File: src/sv/fup_pkg.sv
`timescale 1ns / 1ps
package fup_pkg;

  // Result kinds.
  localparam logic [1:0] KIND_KEY     = 2'd0;
  localparam logic [1:0] KIND_VALUE   = 2'd1;
  localparam logic [1:0] KIND_END_KEY = 2'd2;
  localparam logic [1:0] KIND_END_VAL = 2'd3;

  // Characters with a meaning in the query string syntax.
  localparam logic [7:0] CH_EQUAL   = 8'h3D;
  localparam logic [7:0] CH_AMP     = 8'h26;
  localparam logic [7:0] CH_PERCENT = 8'h25;
  localparam logic [7:0] CH_PLUS    = 8'h2B;
  localparam logic [7:0] CH_SPACE   = 8'h20;

  // One queue entry: the results caused by one input byte, one or two of them.
  typedef struct packed {
    logic       two;
    logic [1:0] kind0;
    logic [7:0] data0;
    logic [1:0] kind1;
    logic [7:0] data1;
  } fup_entry_t;

endpackage

File: src/sv/fup_if.sv
`timescale 1ns / 1ps
interface fup_byte_if;
  logic       valid;
  logic       ready;
  logic [7:0] in_char;
  modport source (output valid, output in_char, input ready);
  modport sink (input valid, input in_char, output ready);
endinterface

interface fup_result_if;
  logic       valid;
  logic       ready;
  logic [1:0] out_kind;
  logic [7:0] out_byte;
  logic       out_last;
  modport source (output valid, output out_kind, output out_byte, output out_last,
                  input ready);
  modport sink (input valid, input out_kind, input out_byte, input out_last,
                output ready);
endinterface

File: src/sv/fup_front.sv
`timescale 1ns / 1ps
module fup_front (
  input  logic              clk,
  input  logic              rst,
  fup_byte_if.sink          bytes,
  input  logic              full,
  output logic              push,
  output fup_pkg::fup_entry_t entry
);

  localparam logic [2:0] ST_START  = 3'd0;
  localparam logic [2:0] ST_KEY    = 3'd1;
  localparam logic [2:0] ST_VALUE  = 3'd2;
  localparam logic [2:0] ST_KEYESC = 3'd3;
  localparam logic [2:0] ST_VALESC = 3'd4;

  typedef struct packed {
    logic [2:0] state;
    logic       emit;
    logic [1:0] kind;
    logic [7:0] data;
  } fup_plain_t;

  typedef struct packed {
    logic       valid;
    logic [3:0] value;
  } fup_hex_t;

  function automatic fup_hex_t hex_digit(input logic [7:0] ch);
    fup_hex_t h;
    h.valid = 1'b1;
    h.value = 4'd0;
    if (ch >= 8'h30 && ch <= 8'h39) h.value = ch[3:0];
    else if ((ch >= 8'h61 && ch <= 8'h66) || (ch >= 8'h41 && ch <= 8'h46))
      h.value = ch[3:0] + 4'd9;
    else h.valid = 1'b0;
    return h;
  endfunction

  // Handling of a byte outside an escape.
  function automatic fup_plain_t plain_step(input logic [2:0] st, input logic [7:0] ch);
    fup_plain_t p;
    p.state = st;
    p.emit  = 1'b0;
    p.kind  = fup_pkg::KIND_KEY;
    p.data  = 8'd0;
    case (st)
      ST_KEY: begin
        if (ch == fup_pkg::CH_EQUAL) p.state = ST_VALUE;
        else if (ch == fup_pkg::CH_AMP) begin
          p.emit  = 1'b1;
          p.kind  = fup_pkg::KIND_END_KEY;
          p.state = ST_START;
        end else if (ch == fup_pkg::CH_PERCENT) p.state = ST_KEYESC;
        else begin
          p.emit = 1'b1;
          p.data = ch;
        end
      end
      ST_VALUE: begin
        if (ch == fup_pkg::CH_PERCENT) p.state = ST_VALESC;
        else if (ch == fup_pkg::CH_AMP) begin
          p.emit  = 1'b1;
          p.kind  = fup_pkg::KIND_END_VAL;
          p.state = ST_START;
        end else begin
          p.emit = 1'b1;
          p.kind = fup_pkg::KIND_VALUE;
          p.data = (ch == fup_pkg::CH_PLUS) ? fup_pkg::CH_SPACE : ch;
        end
      end
      default: begin
        if (ch == fup_pkg::CH_EQUAL) p.state = ST_VALUE;
        else if (ch == fup_pkg::CH_AMP) p.state = ST_START;
        else if (ch == fup_pkg::CH_PERCENT) p.state = ST_KEYESC;
        else begin
          p.emit  = 1'b1;
          p.data  = ch;
          p.state = ST_KEY;
        end
      end
    endcase
    return p;
  endfunction

  logic [2:0] state, state_next;
  logic       hex_seen, hex_seen_next;
  logic [3:0] hex_accum, hex_accum_next;
  logic       accept, in_esc, found;
  logic [2:0] back_state;
  logic [1:0] esc_kind;
  fup_hex_t   hex;
  fup_plain_t pl;

  assign bytes.ready = !full;
  assign accept      = bytes.valid && !full;
  assign push        = accept && found;

  always_comb begin
    in_esc     = (state == ST_KEYESC) || (state == ST_VALESC);
    back_state = (state == ST_KEYESC) ? ST_KEY : ST_VALUE;
    esc_kind   = (state == ST_KEYESC) ? fup_pkg::KIND_KEY : fup_pkg::KIND_VALUE;
    hex        = hex_digit(bytes.in_char);
    pl         = plain_step(in_esc ? back_state : state, bytes.in_char);

    state_next     = state;
    hex_seen_next  = hex_seen;
    hex_accum_next = hex_accum;
    found          = 1'b0;
    entry          = '0;

    if (in_esc) begin
      entry.kind0 = esc_kind;
      if (hex.valid) begin
        if (hex_seen) begin
          found          = 1'b1;
          entry.data0    = {hex_accum, hex.value};
          state_next     = back_state;
          hex_seen_next  = 1'b0;
          hex_accum_next = 4'd0;
        end else begin
          hex_seen_next  = 1'b1;
          hex_accum_next = hex.value;
        end
      end else begin
        // A cut-short escape gives its pending byte, then the byte is parsed.
        found          = 1'b1;
        entry.data0    = hex_seen ? {4'd0, hex_accum} : fup_pkg::CH_PERCENT;
        entry.two      = pl.emit;
        entry.kind1    = pl.kind;
        entry.data1    = pl.data;
        state_next     = pl.state;
        hex_seen_next  = 1'b0;
        hex_accum_next = 4'd0;
      end
    end else begin
      found       = pl.emit;
      entry.kind0 = pl.kind;
      entry.data0 = pl.data;
      state_next  = pl.state;
    end
  end

  always_ff @(posedge clk) begin
    if (rst) begin
      state     <= ST_START;
      hex_seen  <= 1'b0;
      hex_accum <= 4'd0;
    end else if (accept) begin
      state     <= state_next;
      hex_seen  <= hex_seen_next;
      hex_accum <= hex_accum_next;
    end
  end

endmodule

File: src/sv/fup_queue.sv
`timescale 1ns / 1ps
module fup_queue #(
  parameter int DEPTH = 2
) (
  input  logic                clk,
  input  logic                rst,
  input  logic                push,
  input  fup_pkg::fup_entry_t push_entry,
  input  logic                pop,
  output fup_pkg::fup_entry_t head,
  output logic                empty,
  output logic                full
);

  localparam int PTR_W = (DEPTH > 1) ? $clog2(DEPTH) : 1;
  localparam int CNT_W = $clog2(DEPTH + 1);
  localparam logic [PTR_W-1:0] LAST_PTR = PTR_W'(DEPTH - 1);
  localparam logic [CNT_W-1:0] FULL_CNT = CNT_W'(DEPTH);

  fup_pkg::fup_entry_t slots [DEPTH];
  logic [PTR_W-1:0] wr_ptr, rd_ptr;
  logic [CNT_W-1:0] count;
  logic             do_push, do_pop;

  assign empty   = (count == '0);
  assign full    = (count == FULL_CNT);
  assign do_push = push && !full;
  assign do_pop  = pop && !empty;
  assign head    = slots[rd_ptr];

  always_ff @(posedge clk) begin
    if (do_push) slots[wr_ptr] <= push_entry;
  end

  always_ff @(posedge clk) begin
    if (rst) begin
      wr_ptr <= '0;
      rd_ptr <= '0;
      count  <= '0;
    end else begin
      if (do_push) wr_ptr <= (wr_ptr == LAST_PTR) ? '0 : wr_ptr + 1'b1;
      if (do_pop) rd_ptr <= (rd_ptr == LAST_PTR) ? '0 : rd_ptr + 1'b1;
      if (do_push && !do_pop) count <= count + 1'b1;
      else if (do_pop && !do_push) count <= count - 1'b1;
    end
  end

endmodule

File: src/sv/fup_back.sv
`timescale 1ns / 1ps
module fup_back (
  input  logic                clk,
  input  logic                rst,
  input  fup_pkg::fup_entry_t head,
  input  logic                empty,
  output logic                pop,
  fup_result_if.source        results
);

  // Set while the second result of a two-result entry is on offer.
  logic phase;
  logic beat;

  assign results.valid    = !empty;
  assign results.out_kind = phase ? head.kind1 : head.kind0;
  assign results.out_byte = phase ? head.data1 : head.data0;
  assign results.out_last = phase || !head.two;

  assign beat = results.valid && results.ready;
  assign pop  = beat && results.out_last;

  always_ff @(posedge clk) begin
    if (rst) phase <= 1'b0;
    else if (beat) phase <= !results.out_last;
  end

endmodule

File: src/sv/form_urlencoded_parser_unit.sv
`timescale 1ns / 1ps
// A result is registered in the result queue before it is offered on the result port.
// Throughput: one input byte per cycle while the output is ready and each byte gives at most
// one result; the output gives one result beat per cycle while ready and the queue is not
// empty, so a byte with two results takes one beat per result and can hold up the input.
// Reset (synchronous, active high) returns the parser to the start state before
// any key, clears the escape digit and empties the result queue.
module form_urlencoded_parser_unit #(
  parameter int QUEUE_DEPTH = 2
) (
  input  logic         clk,
  input  logic         rst,
  fup_byte_if.sink     bytes,
  fup_result_if.source results
);

  // The front runs the parse state machine. Every byte that causes any result
  // turns into one queue entry holding one or two results; bytes that only move
  // the state (such as '=' after a key or the first hex digit of an escape) push
  // nothing. The front takes a byte in every cycle in which the queue has room.
  //
  // The back walks the head entry one result per beat and marks the last result
  // of each byte with out_last. The queue between them lets the output stall
  // without stopping the input until the queue fills.

  fup_pkg::fup_entry_t push_entry, head;
  logic                push, pop, empty, full;

  fup_front u_front (
    .clk   (clk),
    .rst   (rst),
    .bytes (bytes),
    .full  (full),
    .push  (push),
    .entry (push_entry)
  );

  fup_queue #(
    .DEPTH (QUEUE_DEPTH)
  ) u_queue (
    .clk        (clk),
    .rst        (rst),
    .push       (push),
    .push_entry (push_entry),
    .pop        (pop),
    .head       (head),
    .empty      (empty),
    .full       (full)
  );

  fup_back u_back (
    .clk     (clk),
    .rst     (rst),
    .head    (head),
    .empty   (empty),
    .pop     (pop),
    .results (results)
  );

  // The front never pushes into a full queue, since it only takes bytes when there is room.
  a_no_push_full: assert property (@(posedge clk) disable iff (rst) !(push && full))
    else $error("push into a full result queue");

  // A beat that is not the last of its byte is followed by the rest of that byte.
  a_rest_follows: assert property (@(posedge clk) disable iff (rst)
    results.valid && results.ready && !results.out_last |=> results.valid)
    else $error("second result of a byte went missing");

  // Pair-end markers carry a zero byte.
  a_end_zero: assert property (@(posedge clk) disable iff (rst)
    results.valid && results.out_kind[1] |-> results.out_byte == 8'd0)
    else $error("pair-end marker with a nonzero byte");

  // The first of two results of one byte is always the pending escape byte,
  // so it is a key or value byte and never a pair end.
  a_first_is_data: assert property (@(posedge clk) disable iff (rst)
    results.valid && !results.out_last |-> !results.out_kind[1])
    else $error("pair end offered before another result of the same byte");

endmodule
File: src/flat_wrapper.sv
// flat-port wrapper written by rule: the top's interface ports become plain ports
module form_urlencoded_parser_unit_flat 
#(
  parameter int QUEUE_DEPTH = 2
)
  (clk, rst, bytes_valid, bytes_in_char, bytes_ready, results_valid, results_out_kind, results_out_byte, results_out_last, results_ready);
  fup_byte_if bytes_i ();
  fup_result_if results_i ();
  input  logic clk;
  input  logic rst;
  input wire logic [$bits(bytes_i.valid)-1:0] bytes_valid;
  input wire logic [$bits(bytes_i.in_char)-1:0] bytes_in_char;
  output wire logic [$bits(bytes_i.ready)-1:0] bytes_ready;
  output wire logic [$bits(results_i.valid)-1:0] results_valid;
  output wire logic [$bits(results_i.out_kind)-1:0] results_out_kind;
  output wire logic [$bits(results_i.out_byte)-1:0] results_out_byte;
  output wire logic [$bits(results_i.out_last)-1:0] results_out_last;
  input wire logic [$bits(results_i.ready)-1:0] results_ready;
  assign bytes_i.valid = bytes_valid;
  assign bytes_i.in_char = bytes_in_char;
  assign bytes_ready = bytes_i.ready;
  assign results_valid = results_i.valid;
  assign results_out_kind = results_i.out_kind;
  assign results_out_byte = results_i.out_byte;
  assign results_out_last = results_i.out_last;
  assign results_i.ready = results_ready;
  form_urlencoded_parser_unit #(.QUEUE_DEPTH(QUEUE_DEPTH)) u_core (.clk(clk), .rst(rst), .bytes(bytes_i), .results(results_i));
endmodule
File: config.mk
export PLATFORM = sky130hd
export DESIGN_NAME = form_urlencoded_parser_unit_flat
export DESIGN_NICKNAME = d
export VERILOG_FILES = /design/src/sv/fup_pkg.sv /design/src/sv/fup_if.sv /design/src/sv/fup_front.sv /design/src/sv/fup_queue.sv /design/src/sv/fup_back.sv /design/src/sv/form_urlencoded_parser_unit.sv /design/src/flat_wrapper.sv
export SDC_FILE = /design/constraint.sdc
export NUM_CORES = 1
export LEC_CHECK = 0
export BUFFER_PORTS_ARGS = -buffer_cell sky130_fd_sc_hd__buf_2
export CORE_MARGIN = 2
export CORE_UTILIZATION = 48
export CTS_BUF_LIST = sky130_fd_sc_hd__clkbuf_2
export CTS_CLUSTER_DIAMETER = 100
export DETAILED_ROUTE_END_ITERATION = 6
export HOLD_SLACK_MARGIN = 0.06
export PLACE_DENSITY_LB_ADDON = 0.1
export SLEW_MARGIN = 5
export SYNTH_ARGS = -nofsm -noshare
export SYNTH_HDL_FRONTEND = slang
export SYNTH_SLANG_ARGS = --single-unit
File: constraint.sdc
create_clock -name clk -period 3.1 [get_ports clk]
set_input_delay 0.465 -clock clk [delete_from_list [all_inputs] [get_ports clk]]
set_output_delay 0.465 -clock clk [all_outputs]
set_load 0.02 [all_outputs]
==> metrics <==
CP Launch Type=flip-flop; Syn Nets=267; Critical Path RT=3500 ps; final instance area=3170 um^2; PnR worst setup slack=476 ps; Final Slew Violations=0; WS Path Type=flip-flop to flip-flop; Tmin final=2620 ps; 1st-iter DRT viols=131; worst path cell trace=or3b_1 > a41oi_1 > a311oi_1 > o32a_1 > inv_2 > ha_1 > or3_1 > a21oi_1; DRC viols=0; Clock Latency Late Sink=450 ps; vias in the first global route=1929; VDD IR max=0.315 mV; Static Leak=1.16 nW; Pwr Total=1.81 mW; mapped cell area=2880 um^2; Yosys warning count=0; setup bufs post-CTS=0; DPL Wire Length=4510 um; Starting Density=0.491; Critical Path Slowest Stage Cell=dfxtp_1; max incr delay on CP=550 ps; TritonCTS buffer count=5; RSZ-0062 raised after global routing=false; fmax=381 MHz; CTS tree=done; crit end category=flip-flop; DR vias=2015; port buffer count=24; die height=81.4 um; Final ANT Viol Nets=0; GP Congestion=0.863; Min Hold Slack=349 ps; Max FO, Critical Path=10; P per Cell Area=570 nW/um^2; post-cts repair resize count=0; final WL=6030 um; placed cell areas=3130 um^2; final setup TNS=0 ps; WP data arrival=3020 ps; Clock Sink Count=56; first-pass GRT wire length=10100 um; core area=5850 um^2; sequential share of the synthesized area=0.536; Synth Flop Type=edfxtp_1; final setup fails=0; max_slew headroom=0.581; Longest Clk Path Bufs=2; post-synth top area share=0.439; most frequent cell after synthesis=edfxtp_1; syn avg cell area=11.5 um^2; fin nets=295; floorplan row count=28; grt ovf=0; layout cells sized above 1=0.204; Worst Skew=16.7 ps; Worst-path clk slew=280 ps; Pre-antenna DRT Iters=4; number of synthesized register bits=56; routed wire length per instance=17.0 um; commonest cells in the netlist=42 x edfxtp_1, 23 x nor2_1, 22 x nand2_1; die area=6630 um^2; clk root buf=clkbuf_2; Worst-Margin Slew=625 ps; Final Hold Viols=0; Area Growth Syn to Fin=10.4%; worst r2r path cells=8; total track usage=0.205; WHS Path Cells=2; area leader, netlist=edfxtp_1; num ports=25; Chip Width=81.4 um; H-tree depth=2; pin count of the biggest net entering global routing=22; Synth area leaders=edfxtp_1 44%, dfxtp_1 9.7%, mux4_2 7.8%; initial antenna violation count=0; crit share post-route=0.846; ant diodes=0; hold_buf cts=0; status=complete, no violations; asr flop ratio synth=0; Via density=5.69; number of enable flip-flop cells after synthesis=42; max cap viols=0; Yosys cell types=56; Post-Syn Instances=250; DP Worst Slack=156 ps; worst min path class=input port to flip-flop
## kinds of logic (layout without fill, tap and decap cells)
family                   after synthesis  in the layout  synth area share
flip-flops                            56             56             0.536
AND/OR/NAND/NOR                       99             99             0.184
AO/OA/AOI/OAI                         54             54             0.127
buffers and inverters                 18             47            0.0265
adder cells (fa/ha/maj)                5              5            0.0218
multiplexers                          14             14            0.0927
XOR/XNOR                               4              4            0.0122
## critical path: cells and delay by family, from the launching register on
family | cells | cell delay (ps)
AO/OA/AOI/OAI | 4 | 930
AND/OR/NAND/NOR | 2 | 770
buffers and inverters | 1 | 70
flip-flops | 1 | 550
adder cells (fa/ha/maj) | 1 | 250
## metrics by stage
| step | std cells | utilization |
|---|---|---|
| after global placement | 346 | 0.534 |
| after global routing | 354 | 0.542 |
| final | 354 | 0.542 |
| after detailed placement | 346 | 0.534 |
| after floorplan | 250 | - |
| after CTS | 354 | 0.542 |
## final timing paths
path,slack (ps),from,end
max,480,u_core.u_front.state[2]$_SDFFE_PP0P_,u_core.u_queue.count[1]$_SDFFE_PP0P_
min,350,rst,u_core.u_front.hex_accum[1]$_SDFFE_PP0P_
max reg2reg,480,u_core.u_front.state[2]$_SDFFE_PP0P_,u_core.u_queue.count[1]$_SDFFE_PP0P_
min reg2reg,500,u_core.u_front.hex_accum[2]$_SDFFE_PP0P_,u_core.u_front.hex_accum[2]$_SDFFE_PP0P_
## layout by cell type, fill, tap and decap left out, types with 5 or more instances in the layout
cell type / instances
nand2b_1: 7
mux4_2: 10
nor2_1: 22
ha_1: 5
dfxtp_1: 14
o21ai_0: 8
clkbuf_2: 5
a21oi_1: 16
buf_2: 24
and2_1: 5
inv_1: 6
nand2_1: 22
and3_1: 7
or3_1: 6
buf_4: 6
edfxtp_1: 42
## state kept, by name, indices dropped and copies added (netlist names), named ones only
signal,flops
u_core.u_front.state,3
u_core.u_queue.wr_ptr,1
u_core.u_queue.count,2
u_core.u_queue.rd_ptr,1
u_core.u_front.hex_seen,1
u_core.u_queue.slots,42
u_core.u_back.phase,1
u_core.u_front.hex_accum,4
## cell type report
type	instances	area, um^2
Inverter	7	26.3
Sequential cell	56	1540
Timing Repair Buffer	32	205
Clock inverter	3	21.3
Clock buffer	5	25.0
Tap cell	75	93.8
Fill cell	520	2680
Multi-Input combinational cell	176	1260
## layer usage
metal / wire length [um] / track usage / up-vias / part of all wire
met5: 0 / 0 / - / 0
met4: 144 / 0.0678 / 0 / 0.024
met3: 176 / 0.0367 / 11 / 0.029
met2: 3010 / 0.339 / 37 / 0.50
met1: 2700 / 0.272 / 967 / 0.45
li1: - / - / 1000 / -
## where the power goes
part	internal [mW]	switching [mW]
registers	0.921	0.0395
clock network	0.0574	0.230
logic	0.236	0.325
(Power assumes the default switching activity.)
